### src/design/mecanum_field_oriented_wheel_speeds_macros.svh
// Assertion helpers shared by the mecanum wheel speed block.
// Every user has clk and rst_n in scope; checks are off while in reset.
`ifndef MECANUM_FIELD_ORIENTED_WHEEL_SPEEDS_MACROS_SVH
`define MECANUM_FIELD_ORIENTED_WHEEL_SPEEDS_MACROS_SVH

// Consequent must hold in the same cycle as the antecedent.
`define MFOWS_ASSERT_SAME(lbl, ante, cons, msg) \
    lbl: assert property (@(posedge clk) disable iff (!rst_n) (ante) |-> (cons)) \
        else $error(msg);

// Consequent must hold in the cycle after the antecedent.
`define MFOWS_ASSERT_NEXT(lbl, ante, cons, msg) \
    lbl: assert property (@(posedge clk) disable iff (!rst_n) (ante) |=> (cons)) \
        else $error(msg);

`endif

### src/design/mfows_pkg.sv
`timescale 1ns / 1ps
`default_nettype none

package mfows_pkg;

    // sine table, one full turn
    localparam int SINE_TABLE_SIZE = 512;
    localparam int SINE_AW = $clog2(SINE_TABLE_SIZE);
    localparam int HALF_N = SINE_TABLE_SIZE / 2;
    localparam int HALF_AW = $clog2(HALF_N);
    localparam int ANG_W = 16;
    localparam int FRAC_W = 16;
    localparam int POS_W = ANG_W + SINE_AW;

    // field widths
    localparam int VX_W = 14;
    localparam int VY_W = 14;
    localparam int WZ_W = 16;
    localparam int OUT_W = 24;
    localparam int ARM_W = 11;
    localparam int INV_W = 13;
    localparam int Q15_W = 16;

    // APB
    localparam int ADDR_W = 4;
    localparam int DATA_W = 32;

    // datapath widths
    localparam int DPROD_W = Q15_W + 1 + FRAC_W;
    localparam int RND_W = DPROD_W + 1;
    localparam int SC_W = Q15_W + 2;
    localparam int PROD_W = VX_W + Q15_W;
    localparam int ROT_W = PROD_W + 1;
    localparam int AW_W = ARM_W + WZ_W;
    localparam int TERM_W = ROT_W + 1;
    localparam int Q15_SHIFT = 15;
    localparam int SUM_W = 44;
    localparam int SPLIT = 21;
    localparam int HI_W = SUM_W - SPLIT;
    localparam int PLO_W = SPLIT + INV_W;
    localparam int PHI_W = HI_W + INV_W + 1;
    localparam int TOT_W = 58;
    localparam int OUT_SHIFT = 31;
    localparam int R_W = TOT_W - OUT_SHIFT;

    localparam int LATENCY = 9;
    localparam int N_WHEELS = 4;

    localparam logic [ANG_W-1:0] QUARTER_TURN = ANG_W'(16384);
    localparam logic signed [RND_W-1:0] ROUND_Q16 = RND_W'(32768);
    localparam logic signed [TOT_W-1:0] ROUND_Q31 = TOT_W'(64'sd1 <<< (OUT_SHIFT - 1));
    localparam logic signed [SUM_W-1:0] TERM_SCALE = SUM_W'(1000);
    localparam logic signed [R_W-1:0] SAT_HI = R_W'((2 ** (OUT_W - 1)) - 1);
    localparam logic signed [R_W-1:0] SAT_LO = R_W'(-(2 ** (OUT_W - 1)));
    localparam logic signed [OUT_W-1:0] OUT_MAX = OUT_W'((2 ** (OUT_W - 1)) - 1);
    localparam logic signed [OUT_W-1:0] OUT_MIN = OUT_W'(-(2 ** (OUT_W - 1)));

    localparam logic [ARM_W-1:0] FRONT_ARM_RST = ARM_W'(200);
    localparam logic [ARM_W-1:0] BACK_ARM_RST = ARM_W'(200);
    localparam logic [INV_W-1:0] INV_RADIUS_RST = INV_W'(862);

    localparam longint PI_Q30 = 64'sd3373259426;
    localparam longint HALF_PI_Q30 = PI_Q30 / 2;
    localparam longint Q30_ONE = 64'sd1 <<< 30;

    // ceil(2^48 / ((2n)(2n+1))) for n = 1..10; exact quotients for
    // dividends below 2^33
    localparam int SERIES_SHIFT = 48;
    localparam longint SERIES_ONE = 64'sd1 <<< SERIES_SHIFT;
    localparam longint SERIES_RECIP [10] = '{
        (SERIES_ONE + 5) / 6,     (SERIES_ONE + 19) / 20,   (SERIES_ONE + 41) / 42,
        (SERIES_ONE + 71) / 72,   (SERIES_ONE + 109) / 110, (SERIES_ONE + 155) / 156,
        (SERIES_ONE + 209) / 210, (SERIES_ONE + 271) / 272, (SERIES_ONE + 341) / 342,
        (SERIES_ONE + 419) / 420
    };

    typedef enum logic [1:0] {
        REG_FRONT_ARM  = 2'd0,
        REG_BACK_ARM   = 2'd1,
        REG_INV_RADIUS = 2'd2
    } reg_idx_t;

    typedef struct packed {
        logic [ARM_W-1:0] front_arm;
        logic [ARM_W-1:0] back_arm;
        logic [INV_W-1:0] inv_radius;
    } cfg_t;

    typedef struct packed {
        logic signed [VX_W-1:0] vx;
        logic signed [VY_W-1:0] vy;
        logic signed [WZ_W-1:0] wz;
    } cmd_t;

    typedef logic signed [Q15_W-1:0] sine_half_t [HALF_N];

    // exact Q30 Taylor series, folded into [-pi/2, pi/2]
    function automatic logic signed [Q15_W-1:0] sine_entry(input longint k);
        longint x;
        longint x2;
        longint term;
        longint sum;
        longint r;
        longint p;
        longint mag;
        longint q;
        logic [127:0] wide;
        x = (2 * PI_Q30 * k) / SINE_TABLE_SIZE;
        if (x > PI_Q30)
            x = x - 2 * PI_Q30;
        if (x > HALF_PI_Q30)
            x = PI_Q30 - x;
        else if (x < -HALF_PI_Q30)
            x = -PI_Q30 - x;
        x2 = (x * x) / Q30_ONE;
        term = x;
        sum = x;
        for (int n = 1; n <= 10; n++)
        begin
            // quotient truncated toward zero, then negated
            p = (term * x2) / Q30_ONE;
            mag = (p < 0) ? -p : p;
            wide = 128'(mag) * 128'(SERIES_RECIP[n - 1]);
            q = longint'(wide >> SERIES_SHIFT);
            term = (p < 0) ? q : -q;
            sum = sum + term;
        end
        r = (sum + ((sum >= 0) ? 64'sd16384 : -64'sd16384)) / 64'sd32768;
        if (r > 64'sd32767)
            r = 64'sd32767;
        if (r < -64'sd32767)
            r = -64'sd32767;
        return r[Q15_W-1:0];
    endfunction

    // even or odd entries, so idx and idx+1 always sit in different banks
    function automatic sine_half_t sine_half(input int odd);
        sine_half_t t;
        for (int i = 0; i < HALF_N; i++)
        begin
            t[i] = sine_entry(longint'(2 * i + odd));
        end
        return t;
    endfunction

    localparam sine_half_t SINE_EVEN = sine_half(0);
    localparam sine_half_t SINE_ODD = sine_half(1);

endpackage

`default_nettype wire

### src/design/mfows_cfg.sv
`timescale 1ns / 1ps
`default_nettype none
`include "mecanum_field_oriented_wheel_speeds_macros.svh"

module mfows_cfg (
    input  logic                          clk,
    input  logic                          rst_n,
    input  logic                          psel,
    input  logic                          penable,
    input  logic                          pwrite,
    input  logic [mfows_pkg::ADDR_W-1:0]  paddr,
    input  logic [mfows_pkg::DATA_W-1:0]  pwdata,
    output logic [mfows_pkg::DATA_W-1:0]  prdata,
    output logic                          pready,
    output mfows_pkg::cfg_t               cfg
);
    import mfows_pkg::*;

    logic             wr_en;
    reg_idx_t         reg_idx;
    logic [ARM_W-1:0] front_arm_reg;
    logic [ARM_W-1:0] front_arm_next;
    logic [ARM_W-1:0] back_arm_reg;
    logic [ARM_W-1:0] back_arm_next;
    logic [INV_W-1:0] inv_radius_reg;
    logic [INV_W-1:0] inv_radius_next;

    assign pready = 1'b1;
    assign wr_en = psel & penable & pwrite & pready;
    assign reg_idx = reg_idx_t'(paddr[ADDR_W-1:2]);

    always_comb
    begin
        front_arm_next = front_arm_reg;
        back_arm_next = back_arm_reg;
        inv_radius_next = inv_radius_reg;
        if (wr_en)
        begin
            unique case (reg_idx)
                REG_FRONT_ARM:  front_arm_next = pwdata[ARM_W-1:0];
                REG_BACK_ARM:   back_arm_next = pwdata[ARM_W-1:0];
                REG_INV_RADIUS: inv_radius_next = pwdata[INV_W-1:0];
                default:        ;
            endcase
        end
    end

    always_comb
    begin
        unique case (reg_idx)
            REG_FRONT_ARM:  prdata = DATA_W'(front_arm_reg);
            REG_BACK_ARM:   prdata = DATA_W'(back_arm_reg);
            REG_INV_RADIUS: prdata = DATA_W'(inv_radius_reg);
            default:        prdata = '0;
        endcase
    end

    always_ff @(posedge clk or negedge rst_n)
    begin
        if (!rst_n)
        begin
            front_arm_reg <= FRONT_ARM_RST;
            back_arm_reg <= BACK_ARM_RST;
            inv_radius_reg <= INV_RADIUS_RST;
        end
        else
        begin
            front_arm_reg <= front_arm_next;
            back_arm_reg <= back_arm_next;
            inv_radius_reg <= inv_radius_next;
        end
    end

    assign cfg.front_arm = front_arm_reg;
    assign cfg.back_arm = back_arm_reg;
    assign cfg.inv_radius = inv_radius_reg;

    `MFOWS_ASSERT_NEXT(a_front_arm_write, wr_en && (reg_idx == REG_FRONT_ARM), front_arm_reg == $past(pwdata[ARM_W-1:0]), "front arm register missed a write")

endmodule

`default_nettype wire

### config.mk
export PLATFORM = sky130hd
export DESIGN_NAME = mfows_cfg
export DESIGN_NICKNAME = d
export VERILOG_FILES = /design/src/design/mfows_pkg.sv /design/src/design/mfows_cfg.sv
export VERILOG_INCLUDE_DIRS = /design/src /design/src/design
export SDC_FILE = /design/constraint.sdc
export NUM_CORES = 1
export LEC_CHECK = 0
export ABC_CLOCK_PERIOD_IN_PS = 800
export BUFFER_PORTS_ARGS = -buffer_cell sky130_fd_sc_hd__buf_2
export CAP_MARGIN = 30
export CORE_MARGIN = 2
export CORE_UTILIZATION = 39
export DETAILED_ROUTE_END_ITERATION = 8
export PLACE_DENSITY = 0.82
export SYNTH_ARGS = -nofsm -noshare
export SYNTH_HDL_FRONTEND = slang
export SYNTH_SLANG_ARGS = --single-unit
### constraint.sdc
create_clock -name clk -period 0.8 [get_ports clk]
set_input_delay 0.08 -clock clk [delete_from_list [all_inputs] [get_ports clk]]
set_output_delay 0.08 -clock clk [all_outputs]
set_load 0.02 [all_outputs]
Word level (Yosys, flattened, before mapping)
Cells that the tools add are included.
{"block": "word_totals", "inputBits": 41, "output_inout_bits": 68, "reg_bits": 35, "elab_cells": 12}
{"block": "op_classes", "n_eq_ne": 2, "reduce_logical": 4, "n_mux": 1, "bitwise_logic": 2}
{"cell": "$pmux 13 s3", "n": 1}
{"cell": "$reduce_and 2->1", "n": 3}
{"cell": "$and 1x1->1", "n": 2}
{"cell": "$eq 2x1->1 const B", "n": 1}
{"cell": "$eq 2x2->1 const B", "n": 1}
{"cell": "$logic_not 2->1", "n": 1}

Longest topological paths before layout
Gate-level depths: netlist (run 1).
{"block": "depth", "depth_word": 3, "ltp_mapped": 5, "depth_no_buf": 3}

Least setup slack after synthesis (run 1)
Ideal clock, no wire load.
{"block": "synth_timing", "path_kind": "input to register", "start": "input paddr[3] (netlist name)", "end": "register back_arm_reg[0]", "arrival_ps": 1110, "required_ps": 675, "setup_time_ps": 125, "n_path_buf": 2, "cell_stages": 4, "slack_ps": -435, "cell_sequence": "buf_2 -> or3b_1 -> buf_4 -> mux2_4"}
{"block": "synth_between", "elab_chain_len": 2}
{"item": "start, declared", "line_no": "mfows_cfg.sv:11", "text": "input logic [mfows_pkg::ADDR_W-1:0] paddr,"}
{"item": "$eq 2x1->1", "line_no": "mfows_cfg.sv:39", "text": "unique case (reg_idx)"}
{"item": "$reduce_and 2->1 (no source line)"}
{"item": "end signal, assigned", "line_no": "mfows_cfg.sv:69", "text": "back_arm_reg <= back_arm_next;"}
{"item": "end, declared", "line_no": "mfows_cfg.sv:23", "text": "logic [ARM_W-1:0] back_arm_reg;"}
No other way between the ends.
A chain may end at the register's enable or synchronous reset.

Worst setup path after layout (run 1)
{"block": "layout_timing", "start": "register inv_radius_reg[4]", "end": "output prdata[4] (netlist name)"}
{"block": "layout_between", "elab_chain_len": 1}
{"item": "start, declared", "line_no": "mfows_cfg.sv:25", "text": "logic [INV_W-1:0] inv_radius_reg;"}
{"item": "start signal, assigned", "line_no": "mfows_cfg.sv:70", "text": "inv_radius_reg <= inv_radius_next;"}
{"item": "$pmux 13 s3", "line_no": "mfows_cfg.sv:50", "text": "unique case (reg_idx)"}
{"item": "end, declared", "line_no": "mfows_cfg.sv:13", "text": "output logic [mfows_pkg::DATA_W-1:0] prdata,"}
No other way between the ends.

==> results of run 1 <==
final cells by class:
cell class,instances,area [µm²],share of cell area [%]
clock buffer,7,76.3,2.40
clock inverter,1,5.00,0.158
multi-input combinational,95,945,29.7
sequential,35,900,28.3
tap,52,65.1,2.05
timing repair buffer,117,1180,37.3
worst min path at each step:
| stage | endpoint | start | cells past startpoint | slack [ps] |
|---|---|---|---|---|
| floorplan | back_arm_reg[0]$_DFFE_PN0P_ | rst_n | 0 | -220 |
| global placement | inv_radius_reg[12]$_DFFE_PN0P_ | rst_n | 2 | 60 |
| detailed placement | front_arm_reg[1]$_DFFE_PN0P_ | rst_n | 2 | 50 |
| CTS | inv_radius_reg[12]$_DFFE_PN0P_ | pwdata[12] | 2 | 30 |
| global route | inv_radius_reg[12]$_DFFE_PN0P_ | pwdata[12] | 2 | 30 |
| finish | inv_radius_reg[12]$_DFFE_PN0P_ | pwdata[12] | 2 | 30 |
per-stage QoR:
stage	setup TNS (ps)	std cells
after floorplan	-10870	157
after global placement	-17870	272
after detailed placement	-18530	272
after CTS	-15220	298
after global routing	-18380	307
final	-16080	307
routing by layer:
| layer | GRT usage [%] | vias up | part of all wire, % |
|---|---|---|---|
| met3 | 4.22 | 4 | 3.8 |
| met1 | 24.1 | 732 | 39 |
| met2 | 37.0 | 49 | 57 |
| li1 | - | 673 | - |
| met5 | 0 | - | 0 |
| met4 | 3.56 | 0 | 0.48 |
cell families (layout without fill, tap and decap cells):
| group | count (synthesis) | in the layout |
|---|---|---|
| AOI/OAI and AO/OA | 11 | 11 |
| buffers and inverters | 27 | 125 |
| DFF | 35 | 35 |
| muxes | 46 | 46 |
| other | 2 | 20 |
| and+or+nand+nor | 18 | 18 |
critical path, stage by stage, from the launching register on:
cell and delay, ps:
sky130_fd_sc_hd__dfstp_2 540, sky130_fd_sc_hd__mux2i_1 80, sky130_fd_sc_hd__o21ai_2 150, sky130_fd_sc_hd__buf_6 140
report_power, final:
group	switching (µW)	internal (µW)	total, µW
registers	380	2310	2690
clock network	582	610	1190
logic	1670	2410	4080
total	2630	5330	7960
placed cells by master, fill, tap and decap left out, types with 2 or more instances in the layout:
cell type                   n
sky130_fd_sc_hd__dfrtp_2    6
sky130_fd_sc_hd__o21ai_2   11
sky130_fd_sc_hd__clkbuf_8   5
sky130_fd_sc_hd__mux2_4    34
sky130_fd_sc_hd__buf_6     79
sky130_fd_sc_hd__buf_2     17
sky130_fd_sc_hd__mux2i_2    2
sky130_fd_sc_hd__and3b_2    2
sky130_fd_sc_hd__buf_12     2
sky130_fd_sc_hd__clkbuf_1   2
sky130_fd_sc_hd__mux2i_1    9
sky130_fd_sc_hd__nand2_1   11
sky130_fd_sc_hd__dfstp_2   13
sky130_fd_sc_hd__buf_4     15
sky130_fd_sc_hd__conb_1    20
sky130_fd_sc_hd__dfrtp_1   16
timing repair:
| action | in CTS | in global routing |
|---|---|---|
| endpoints found under the setup margin | 83 | 83 |
| pin swaps | 5 | 3 |
| cloned | 0 | 1 |
| setup buffers | 19 | 18 |
| resized for setup | 119 | 32 |
| endpoints found under the hold margin | 35 | 0 |
| hold buffers | 1 | 0 |
==> run summary, run 1 <==
The flow ran to the end, but the final reports show violations. The checks that failed: negative setup slack. The number of I/O port buffers came out at 67.

The critical setup path kind is flip-flop to primary output. Dividing the synthesized area by the synthesized cell count gives 12.8 µm². The max-slew violation total from the final report came out at 0.

The number of standard cells after synthesis came out at 139. The post-synthesis share of cell area spent on xor and xnor gates came out at 0%. The detailed router finished its first iteration with 70 violations.

Among all cell types in the netlist, the one instantiated most often is sky130_fd_sc_hd__mux2_2. In the synthesized netlist the async set-or-reset flop fraction comes to 100%. Measured in cells, the most critical reg-to-reg path has a length of 2. The initial standard-cell utilization of the core came out at 40.6%. In this run the cell area measured after placement is 2380 µm². The critical path endpoint is prdata[4]. The clock edge transition at the registers on the reported setup and hold paths came out at 70 ps. The post-synthesis cell type count came out at 17. The most used flip-flop cell after synthesis is sky130_fd_sc_hd__dfrtp_1. The endpoint identified for the worst register-to-register timing path is front_arm_reg[1]$_DFFE_PN0P_.

The power per cell area came out at 2510 nW/µm². The layout overhead on the synthesized area came out at 78.6%. The number of max-capacitance violations reported came out at 0. The synthesized design spends more area on one cell type than any other, namely sky130_fd_sc_hd__dfrtp_1. The routed length per placed instance is 16.9 µm.

The largest net degree at the start of global routing is 36. The source-to-sink clock delay at the later pin of the worst-skew pair is 270 ps. The register with the most flip-flops in the layout has 13 of them. The total power came out at 7960 µW. Cells fill 72.4% of the core in the end. For this run, the top clock speed supported by timing is 792 MHz. The top-level I/O count came out at 109. The portion of synthesized cell area occupied by the leading cell type is 31.0%. At the worst endpoint, the arrival time is 1180 ps. The overall die area came out at 5120 µm². The clock tree synthesis step divided the H-tree into 2 levels. The number of antenna repair diodes came out at 0. Summed over all cells, the static leakage comes to 0.00158 µW. Yosys mapped a number of flops with a built-in enable equal to 0. The half-perimeter wire length of the detailed placement result is 3.07 mm. STA classifies the critical path startpoint as a flip-flop. The worst hold-check path type is input port to flip-flop. The number of nets in the layout is 295. Timing analysis after detailed placement gives a worst setup slack of -462 ps. Summed over all layers, the routed wires come to 5.18 mm.

By count the netlist is led by sky130_fd_sc_hd__mux2_2, sky130_fd_sc_hd__dfrtp_1, sky130_fd_sc_hd__buf_4, sky130_fd_sc_hd__dfstp_2. Global routing used 20.0% of the available tracks. The final critical path time including I/O delays and setup came out at 1260 ps.

Dividing the detail-routed via count by the number of cells gives 4.75. The total clock buffers created by CTS came out at 5. The sequential cell area fraction in the yosys report came out at 50.2%.

The final hold violation count is 0. The endpoint kind of the worst setup timing path is a primary output. Of the available clock period, the critical path in the final layout requires 158%. The post-detailed-route count of antenna-violating nets is 0.

The global route total overflow is 0. The count of state elements after synthesis came out at 35. The number of buffers between clock root and the deepest sink came out at 2. The final non-filler cell area is 3180 µm². The data required time at the worst endpoint came out at 720 ps. The total via count after detailed routing came out at 1458.

The setup slack of the most critical reg-to-reg path is -140 ps. The synthesized-area fraction occupied by and/or/nand/nor cells came out at 5.42%. The number of cell rows came out at 24. By area, the combinational part of the netlist is dominated by multiplexers. The clock sink count is 35. The final routed DRC violation total is 0. The adder and majority cell fraction of the synthesized area is 0%. The biggest fanout along the worst timing path is 2. The worst hold margin is 31.9 ps. The global-route wire length before repair is 7.83 mm. The number of search-and-repair iterations in the first detailed-routing pass is 4. The cell sitting at the root of the clock tree is a sky130_fd_sc_hd__clkbuf_8. The worst voltage drop across the vdd grid is 1450 µV. The weighted congestion reported at the end of routability-driven placement is 0.736. The area of the core is 4380 µm².

The die is 71.5 µm wide. The initial antenna violation count came to 0. The maximum clock skew at final layout came out at 0 ps. The number of global-route vias before repair came out at 1528. The launching instance or port of the critical path is inv_radius_reg[4]$_DFFE_PN1P_. Summing the areas of all compound-gate instances in the mapped netlist gives 3.10% of the synthesized area. Setup violations remaining at the end of the flow were counted as 83. The mapped cell area is 1780 µm². The worst register-to-register path begins at front_arm_reg[1]$_DFFE_PN0P_.

Setup repair after global routing could not meet its margin everywhere. Sorting the synthesized cells by area gives the leading types as sky130_fd_sc_hd__dfrtp_1, sky130_fd_sc_hd__dfstp_2, sky130_fd_sc_hd__mux2_2, sky130_fd_sc_hd__buf_4, sky130_fd_sc_hd__mux2_4. The die height came out at 71.5 µm.

The multiplexer share of the synthesized area is 30.5%. TritonCTS built the clock tree. In the final layout, the share of cells above drive strength 1 is 76.9%. After filler insertion, the fill cell instance count of the layout stands at 283. The total of warnings raised by yosys came out at 0. The minimum setup slack in the final design came out at -463 ps.
Power figures use the tool's default switching activity.
==> run 2, diff against run 1 <==
--- a/config.mk
+++ b/config.mk
@@ -6,7 +6,7 @@
 export SDC_FILE = /design/constraint.sdc
 export NUM_CORES = 1
 export LEC_CHECK = 0
-export ABC_CLOCK_PERIOD_IN_PS = 800
+export ABC_CLOCK_PERIOD_IN_PS = 1100
 export BUFFER_PORTS_ARGS = -buffer_cell sky130_fd_sc_hd__buf_2
 export CAP_MARGIN = 30
 export CORE_MARGIN = 2
==> constraint.sdc (replaced) <==
create_clock -name clk -period 1.1 [get_ports clk]
set_input_delay 0.22 -clock clk [delete_from_list [all_inputs] [get_ports clk]]
set_output_delay 0.22 -clock clk [all_outputs]
set_load 0.02 [all_outputs]
==> run summary, run 2 (synthesis gave the netlist of run 1 again) <==
Run status: finished, violations left (unchanged). Violated checks: negative setup slack (unchanged). The total via count after detailed routing was 1417 (was 1458). The final non-filler cell area came out at 2940 µm² (was 3180 µm²). The area of the core came out at 4380 µm² (unchanged). The layout overhead on the synthesized area came to 65.4% (was 78.6%). The critical setup path kind is flip-flop to primary output (unchanged). The overall routed net length is 4.78 mm (was 5.18 mm). The biggest fanout along the worst timing path came to 2 (unchanged).

The category of cells accounting for the largest share of critical-path delay is flip-flops (unchanged). The number of instances on the worst hold path came out at 2 (unchanged). The arrival time at the worst endpoint came out at 1200 ps (was 1180 ps). The source-to-sink clock delay at the later pin of the worst-skew pair was 280 ps (was 270 ps).

The slowest cell on the critical path was sky130_fd_sc_hd__dfstp_2 (unchanged). The number of max-capacitance violations reported is 0 (unchanged). The number of cell instances on the worst register-to-register path is 3 (was 2). The final hold violation count is 0 (unchanged). The layout cell share with drive strength beyond 1 was 72.7% (was 76.9%). The average via count per standard cell is 4.77 (was 4.75).

The half-perimeter wire length of the detailed placement result came out at 3.24 mm (was 3.07 mm). The endpoint kind of the worst setup timing path was a primary output (unchanged). The minimum setup slack in the final design is -320 ps (was -463 ps).

The number of cells on the critical path is 3 (unchanged). The largest net degree at the start of global routing came to 36 (unchanged). Most frequent cells in the layout: sky130_fd_sc_hd__buf_6, sky130_fd_sc_hd__buf_2, sky130_fd_sc_hd__dfrtp_1, sky130_fd_sc_hd__buf_4 (was sky130_fd_sc_hd__buf_6, sky130_fd_sc_hd__mux2_4, sky130_fd_sc_hd__conb_1).

The weighted congestion reported at the end of routability-driven placement was 0.688 (was 0.736). The post-detailed-route count of antenna-violating nets came out at 0 (unchanged). The post-placement worst setup slack is -323 ps (was -462 ps). The top-level I/O count came out at 109 (unchanged). The number of cell rows came out at 24 (unchanged). The count of buffering cells on the critical path with inverters included came out at 1 (unchanged). Setup repair after global routing missed its margin: yes (unchanged).

The overall die area is 5120 µm² (unchanged). The maximum clock skew at final layout was 0 ps (unchanged). The maximum achievable frequency came out at 704 MHz.

The initial standard-cell utilization of the core is 40.6% (unchanged). CP cell instances: mux2i_1, o21ai_2, buf_6 (unchanged). The clock tree from TritonCTS is done (unchanged). The flip-flop count of the largest register after layout came out at 13 (unchanged). The post-route setup TNS is -5270 ps (was -16080 ps). The final critical path time including I/O delays and setup is 1420 ps. The worst voltage drop across the vdd grid came out at 1220 µV (was 1450 µV). The standard cell area after detailed placement came to 2370 µm² (was 2380 µm²). The data required time at the worst endpoint is 880 ps (was 720 ps). The worst hold margin is 170 ps (was 31.9 ps). The largest stage delay on the critical path is 550 ps (was 540 ps).

The CTS H-tree depth is 2 (unchanged). The violation count after the first detailed-routing iteration came out at 27 (was 70). The static leakage was 0.00148 µW (was 0.00158 µW). The global router's overall resource usage came out at 18.6% (was 20.0%). The die span in x is 71.5 µm (unchanged). The startpoint type of the worst setup path is a flip-flop (unchanged). The number of nets in the layout came out at 285 (was 295). The global-route wire length before repair came out at 7.16 mm (was 7.83 mm). The number of buffers between clock root and the deepest sink is 2 (unchanged). The max-slew violation total from the final report came to 0 (unchanged). The launch point of the worst reg-to-reg path was back_arm_reg[2]$_DFFE_PN0P_ (was front_arm_reg[1]$_DFFE_PN0P_). The launching instance or port of the critical path is inv_radius_reg[2]$_DFFE_PN1P_ (was inv_radius_reg[4]$_DFFE_PN1P_). The initial antenna violation count came out at 0 (unchanged). The routed length per placed instance came out at 16.1 µm (was 16.9 µm). The CTS root buffer is sky130_fd_sc_hd__clkbuf_8 (unchanged). The clock edge transition at the registers on the reported setup and hold paths is 70 ps (about the same). The power per cell area is 1910 nW/µm² (was 2510 nW/µm²). The global route total overflow is 0 (unchanged).

The number of antenna repair diodes came out at 0 (unchanged). The clock sink count came to 35 (unchanged). The start point of the worst hold path is pwdata[12] (unchanged). The final routed DRC violation total is 0 (unchanged).

The number of search-and-repair iterations in the first detailed-routing pass came to 4 (unchanged). The most common library cell in the layout ignoring fill and taps is sky130_fd_sc_hd__buf_6 (unchanged). The number of I/O port buffers is 67 (unchanged).

The final clock period utilization by the worst path is 129%. The die height was 71.5 µm (unchanged). The worst hold-check path type was input port to flip-flop (unchanged). The number of global-route vias before repair came out at 1417 (was 1528). The total clock buffers created by CTS came out at 5 (unchanged).

The number of endpoints failing setup at the final stage was 33 (was 83).
==> run 2: cell types whose count changed in the layout (fill, tap and decap cells not counted), sizes merged <==
cell,delta
buf,-10
bufinv,+1
clkbuf,-3
clkinv,+1
or3b,+1
==> run 2: area by class of cell <==
type	count	area [µm²]
fillers	328	1440
repair buffers	106	972
multi-input cells	96	898
flip-flops and latches	35	892
clock buffers	5	68.8
well taps	52	65.1
clock inverters	3	43.8
==> run 2: per-stage QoR <==
step	cells	utilization (%)	power (µW)
detailed placement	270	54.1	3730
CTS	291	63.8	5420
global placement	270	54.1	3680
finish	297	67.1	5620
floorplan	157	-	3080
global route	297	67.1	5900
==> run 2: per-layer routing <==
layer / GRT usage, % / up-vias / wire length (µm)
met5: 0 / - / 0
met4: 6.29 / 0 / 34
met3: 4.08 / 4 / 270
met2: 33.8 / 50 / 2650
met1: 21.6 / 715 / 1820
li1: - / 648 / -
==> run 2: power breakdown <==
part / total, µW / leakage (µW) / internal, µW / switching (µW)
combinational: 2540 / 0.00101 / 1410 / 1140
clock: 1150 / 0.0000581 / 674 / 480
sequential: 1920 / 0.000406 / 1670 / 252
total: 5620 / 0.00148 / 3750 / 1870
==> run 2: path summary, 6_finish.rpt <==
check / to / slack (ps)
max: prdata[2] / -320
min: inv_radius_reg[12]$_DFFE_PN0P_ / 170
max reg2reg: back_arm_reg[2]$_DFFE_PN0P_ / 40
min reg2reg: back_arm_reg[10]$_DFFE_PN0P_ / 530
max in group asynchronous: front_arm_reg[3]$_DFFE_PN1P_ / 430
min in group asynchronous: inv_radius_reg[0]$_DFFE_PN0P_ / 420
==> run 2: what timing repair did <==
item | CTS | global route
hold endpoints to repair | 22 | 0
hold buffers | 1 | 0
buffers inserted | 13 | 11
pin swaps | 3 | 2
setup endpoints to repair | 34 | 50
gates cloned | 0 | 1
resized for setup | 68 | 34
==> run 3, diff against run 2 <==
--- a/config.mk
+++ b/config.mk
@@ -7,12 +7,12 @@
 export NUM_CORES = 1
 export LEC_CHECK = 0
 export ABC_CLOCK_PERIOD_IN_PS = 1100
-export BUFFER_PORTS_ARGS = -buffer_cell sky130_fd_sc_hd__buf_2
 export CAP_MARGIN = 30
 export CORE_MARGIN = 2
-export CORE_UTILIZATION = 39
+export CORE_UTILIZATION = 40
 export DETAILED_ROUTE_END_ITERATION = 8
-export PLACE_DENSITY = 0.82
+export DONT_BUFFER_PORTS = 1
+export PLACE_DENSITY = 0.61
 export SYNTH_ARGS = -nofsm -noshare
 export SYNTH_HDL_FRONTEND = slang
 export SYNTH_SLANG_ARGS = --single-unit
==> run summary, run 3 (synthesis gave the netlist of run 1 again) <==
The post-detailed-route count of antenna-violating nets came out at 0 (unchanged). The violation count after the first detailed-routing iteration was 62 (was 27). The worst hold-check path type was input port to flip-flop (unchanged).

The number of max-capacitance violations reported is 0 (unchanged). The global-route wire length before repair came out at 6.87 mm (was 7.16 mm). The weighted congestion reported at the end of routability-driven placement is 0.790 (was 0.688).

The number of I/O port buffers came to 0 (was 67). The number of buffers between clock root and the deepest sink is 2 (unchanged). The total power came out at 4860 µW (was 5620 µW). The static leakage is 0.00117 µW (was 0.00148 µW). The clock edge transition at the registers on the reported setup and hold paths is 80 ps (was 70 ps). Most frequent cells in the layout: sky130_fd_sc_hd__buf_4, sky130_fd_sc_hd__dfrtp_1, sky130_fd_sc_hd__mux2_4, sky130_fd_sc_hd__conb_1, sky130_fd_sc_hd__buf_6 (was sky130_fd_sc_hd__buf_6, sky130_fd_sc_hd__buf_2, sky130_fd_sc_hd__dfrtp_1, sky130_fd_sc_hd__buf_4). The final hold violation count is 0 (unchanged). The CTS H-tree depth is 2 (unchanged). The number of global-route vias before repair is 1307 (was 1417).

The final cell count without fillers was 243 (was 297). The number of nets in the layout is 231 (was 285). The number of antenna repair diodes came to 0 (unchanged).

The final non-filler cell area came out at 2420 µm² (was 2940 µm²). The average via count per standard cell is 5.05 (was 4.77). The layout overhead on the synthesized area is 36.4% (was 65.4%).

The end-of-flow core utilization came out at 56.1% (was 67.1%). The power per cell area came out at 2010 nW/µm² (was 1910 nW/µm²). The routed length per placed instance came out at 18.3 µm (was 16.1 µm). The final routed DRC violation total is 0 (unchanged). The arrival time at the worst endpoint is 1180 ps (was 1200 ps). The setup slack of the most critical reg-to-reg path is 160 ps (was 40 ps).

The global route total overflow is 0 (unchanged). Violated checks: negative setup slack (unchanged). The total clock buffers created by CTS came out at 5 (unchanged). The endpoint kind of the worst setup timing path is a primary output (unchanged).

The maximum achievable frequency came out at 715 MHz (was 704 MHz). The start point of the worst hold path is pwdata[5] (was pwdata[12]). Run status: finished, violations left (unchanged).

The data required time at the worst endpoint was 880 ps (about the same). The total via count after detailed routing came out at 1226 (was 1417). The layout cell share with drive strength beyond 1 came to 65.4% (was 72.7%). The max-slew violation total from the final report came to 0 (unchanged). The CTS root buffer is sky130_fd_sc_hd__clkbuf_8 (unchanged). The biggest fanout along the worst timing path was 2 (unchanged). The largest net degree at the start of global routing is 36 (unchanged). The standard cell area after detailed placement is 2160 µm² (was 2370 µm²). The endpoint of the worst register-to-register path is inv_radius_reg[6]$_DFFE_PN1P_ (was back_arm_reg[2]$_DFFE_PN0P_). The slowest cell on the critical path is sky130_fd_sc_hd__dfstp_2 (unchanged). The final clock period utilization by the worst path is 127% (was 129%). The final critical path time including I/O delays and setup came out at 1400 ps (was 1420 ps).

The startpoint type of the worst setup path was a flip-flop (unchanged). The flip-flop count of the largest register after layout came out at 13 (unchanged). The die span in x came out at 70.7 µm (was 71.5 µm). The initial antenna violation count is 0 (unchanged). The number of endpoints failing setup at the final stage came out at 26 (was 33).

The clock tree from TritonCTS was done (unchanged). The initial standard-cell utilization of the core came out at 41.1% (was 40.6%). The overall die area is 4990 µm² (was 5120 µm²). The minimum setup slack in the final design is -298 ps (was -320 ps).

The global router's overall resource usage was 18.3% (was 18.6%). The worst voltage drop across the vdd grid came out at 1050 µV (was 1220 µV). The overall routed net length is 4.44 mm (was 4.78 mm). The half-perimeter wire length of the detailed placement result is 3.09 mm (was 3.24 mm). The number of instances on the worst hold path is 1 (was 2).

The source-to-sink clock delay at the later pin of the worst-skew pair is 280 ps (about the same). Setup repair after global routing missed its margin: yes (unchanged). The critical setup path kind was flip-flop to primary output (unchanged). The die height is 70.7 µm (was 71.5 µm). The number of placed cells counting well taps is 225 (was 270). The launch point of the worst reg-to-reg path is inv_radius_reg[6]$_DFFE_PN1P_ (was back_arm_reg[2]$_DFFE_PN0P_). The most common library cell in the layout ignoring fill and taps is sky130_fd_sc_hd__buf_4 (was sky130_fd_sc_hd__buf_6).

The largest stage delay on the critical path is 540 ps (was 550 ps). The post-route setup TNS came out at -4070 ps (was -5270 ps). The clock sink count is 35 (unchanged).

The number of cell instances on the worst register-to-register path came to 3 (unchanged). CP cell instances: mux2i_1, o21ai_2 (was mux2i_1, o21ai_2, buf_6). The top-level I/O count came out at 109 (unchanged).

The sink of the worst hold path was inv_radius_reg[5]$_DFFE_PN0P_ (was inv_radius_reg[12]$_DFFE_PN0P_). The number of cell rows is 24 (unchanged). The area of the core came to 4320 µm² (was 4380 µm²).

The maximum clock skew at final layout is 0 ps (unchanged). The number of search-and-repair iterations in the first detailed-routing pass is 4 (unchanged).
==> run 3: worst max path at each step <==
stage                                   from                           to
3_5_place_dp                          pwrite  back_arm_reg[9]$_DFFE_PN0P_
3_3_place_gp                          pwrite  back_arm_reg[0]$_DFFE_PN0P_
4_1_cts        inv_radius_reg[2]$_DFFE_PN1P_                    prdata[2]
5_1_grt        inv_radius_reg[3]$_DFFE_PN1P_                    prdata[3]
2_1_floorplan                       paddr[3]  back_arm_reg[0]$_DFFE_PN0P_
6_report       inv_radius_reg[2]$_DFFE_PN1P_                    prdata[2]
==> run 3: per-stage QoR <==
step | setup WS [ps] | hold slack [ps]
2_1_floorplan | -178 | -75.6
3_3_place_gp | -202 | -74.9
3_5_place_dp | -205 | -74.8
4_1_cts | -318 | 66.3
5_1_grt | -337 | 62.2
6_report | -298 | 74.9
==> run 3: final cells by class <==
class / count / area, µm²
clock inverters: 1 / 5.00
fillers: 377 / 1900
clock buffers: 7 / 86.3
multi-input cells: 95 / 880
flip-flops and latches: 35 / 892
repair buffers: 53 / 497
well taps: 52 / 65.1
==> run 3: timing repair <==
action | CTS | global route
resized for setup | 14 | 9
hold endpoints to repair | 35 | 0
hold buffers | 2 | 0
pin swaps | 2 | 3
buffers inserted | 0 | 8
endpoints found under the setup margin | 26 | 30
==> run 3: critical path, delay by kind of cell, from the launching register on <==
family / cells / cell delay (ps)
flops: 1 / 540
mux: 1 / 90
compound gates: 1 / 260
==> run 3: power by group <==
group,internal [µW],switching [µW]
Sequential,1670,219
Clock,505,459
Combinational,1010,1000
==> run 3: per-layer routing <==
| metal | track usage (%) | part of all wire [%] |
|---|---|---|
| met5 | 0 | 0 |
| met4 | 7.34 | 1.5 |
| met3 | 4.99 | 7.0 |
| met2 | 32.5 | 54 |
| met1 | 21.0 | 38 |
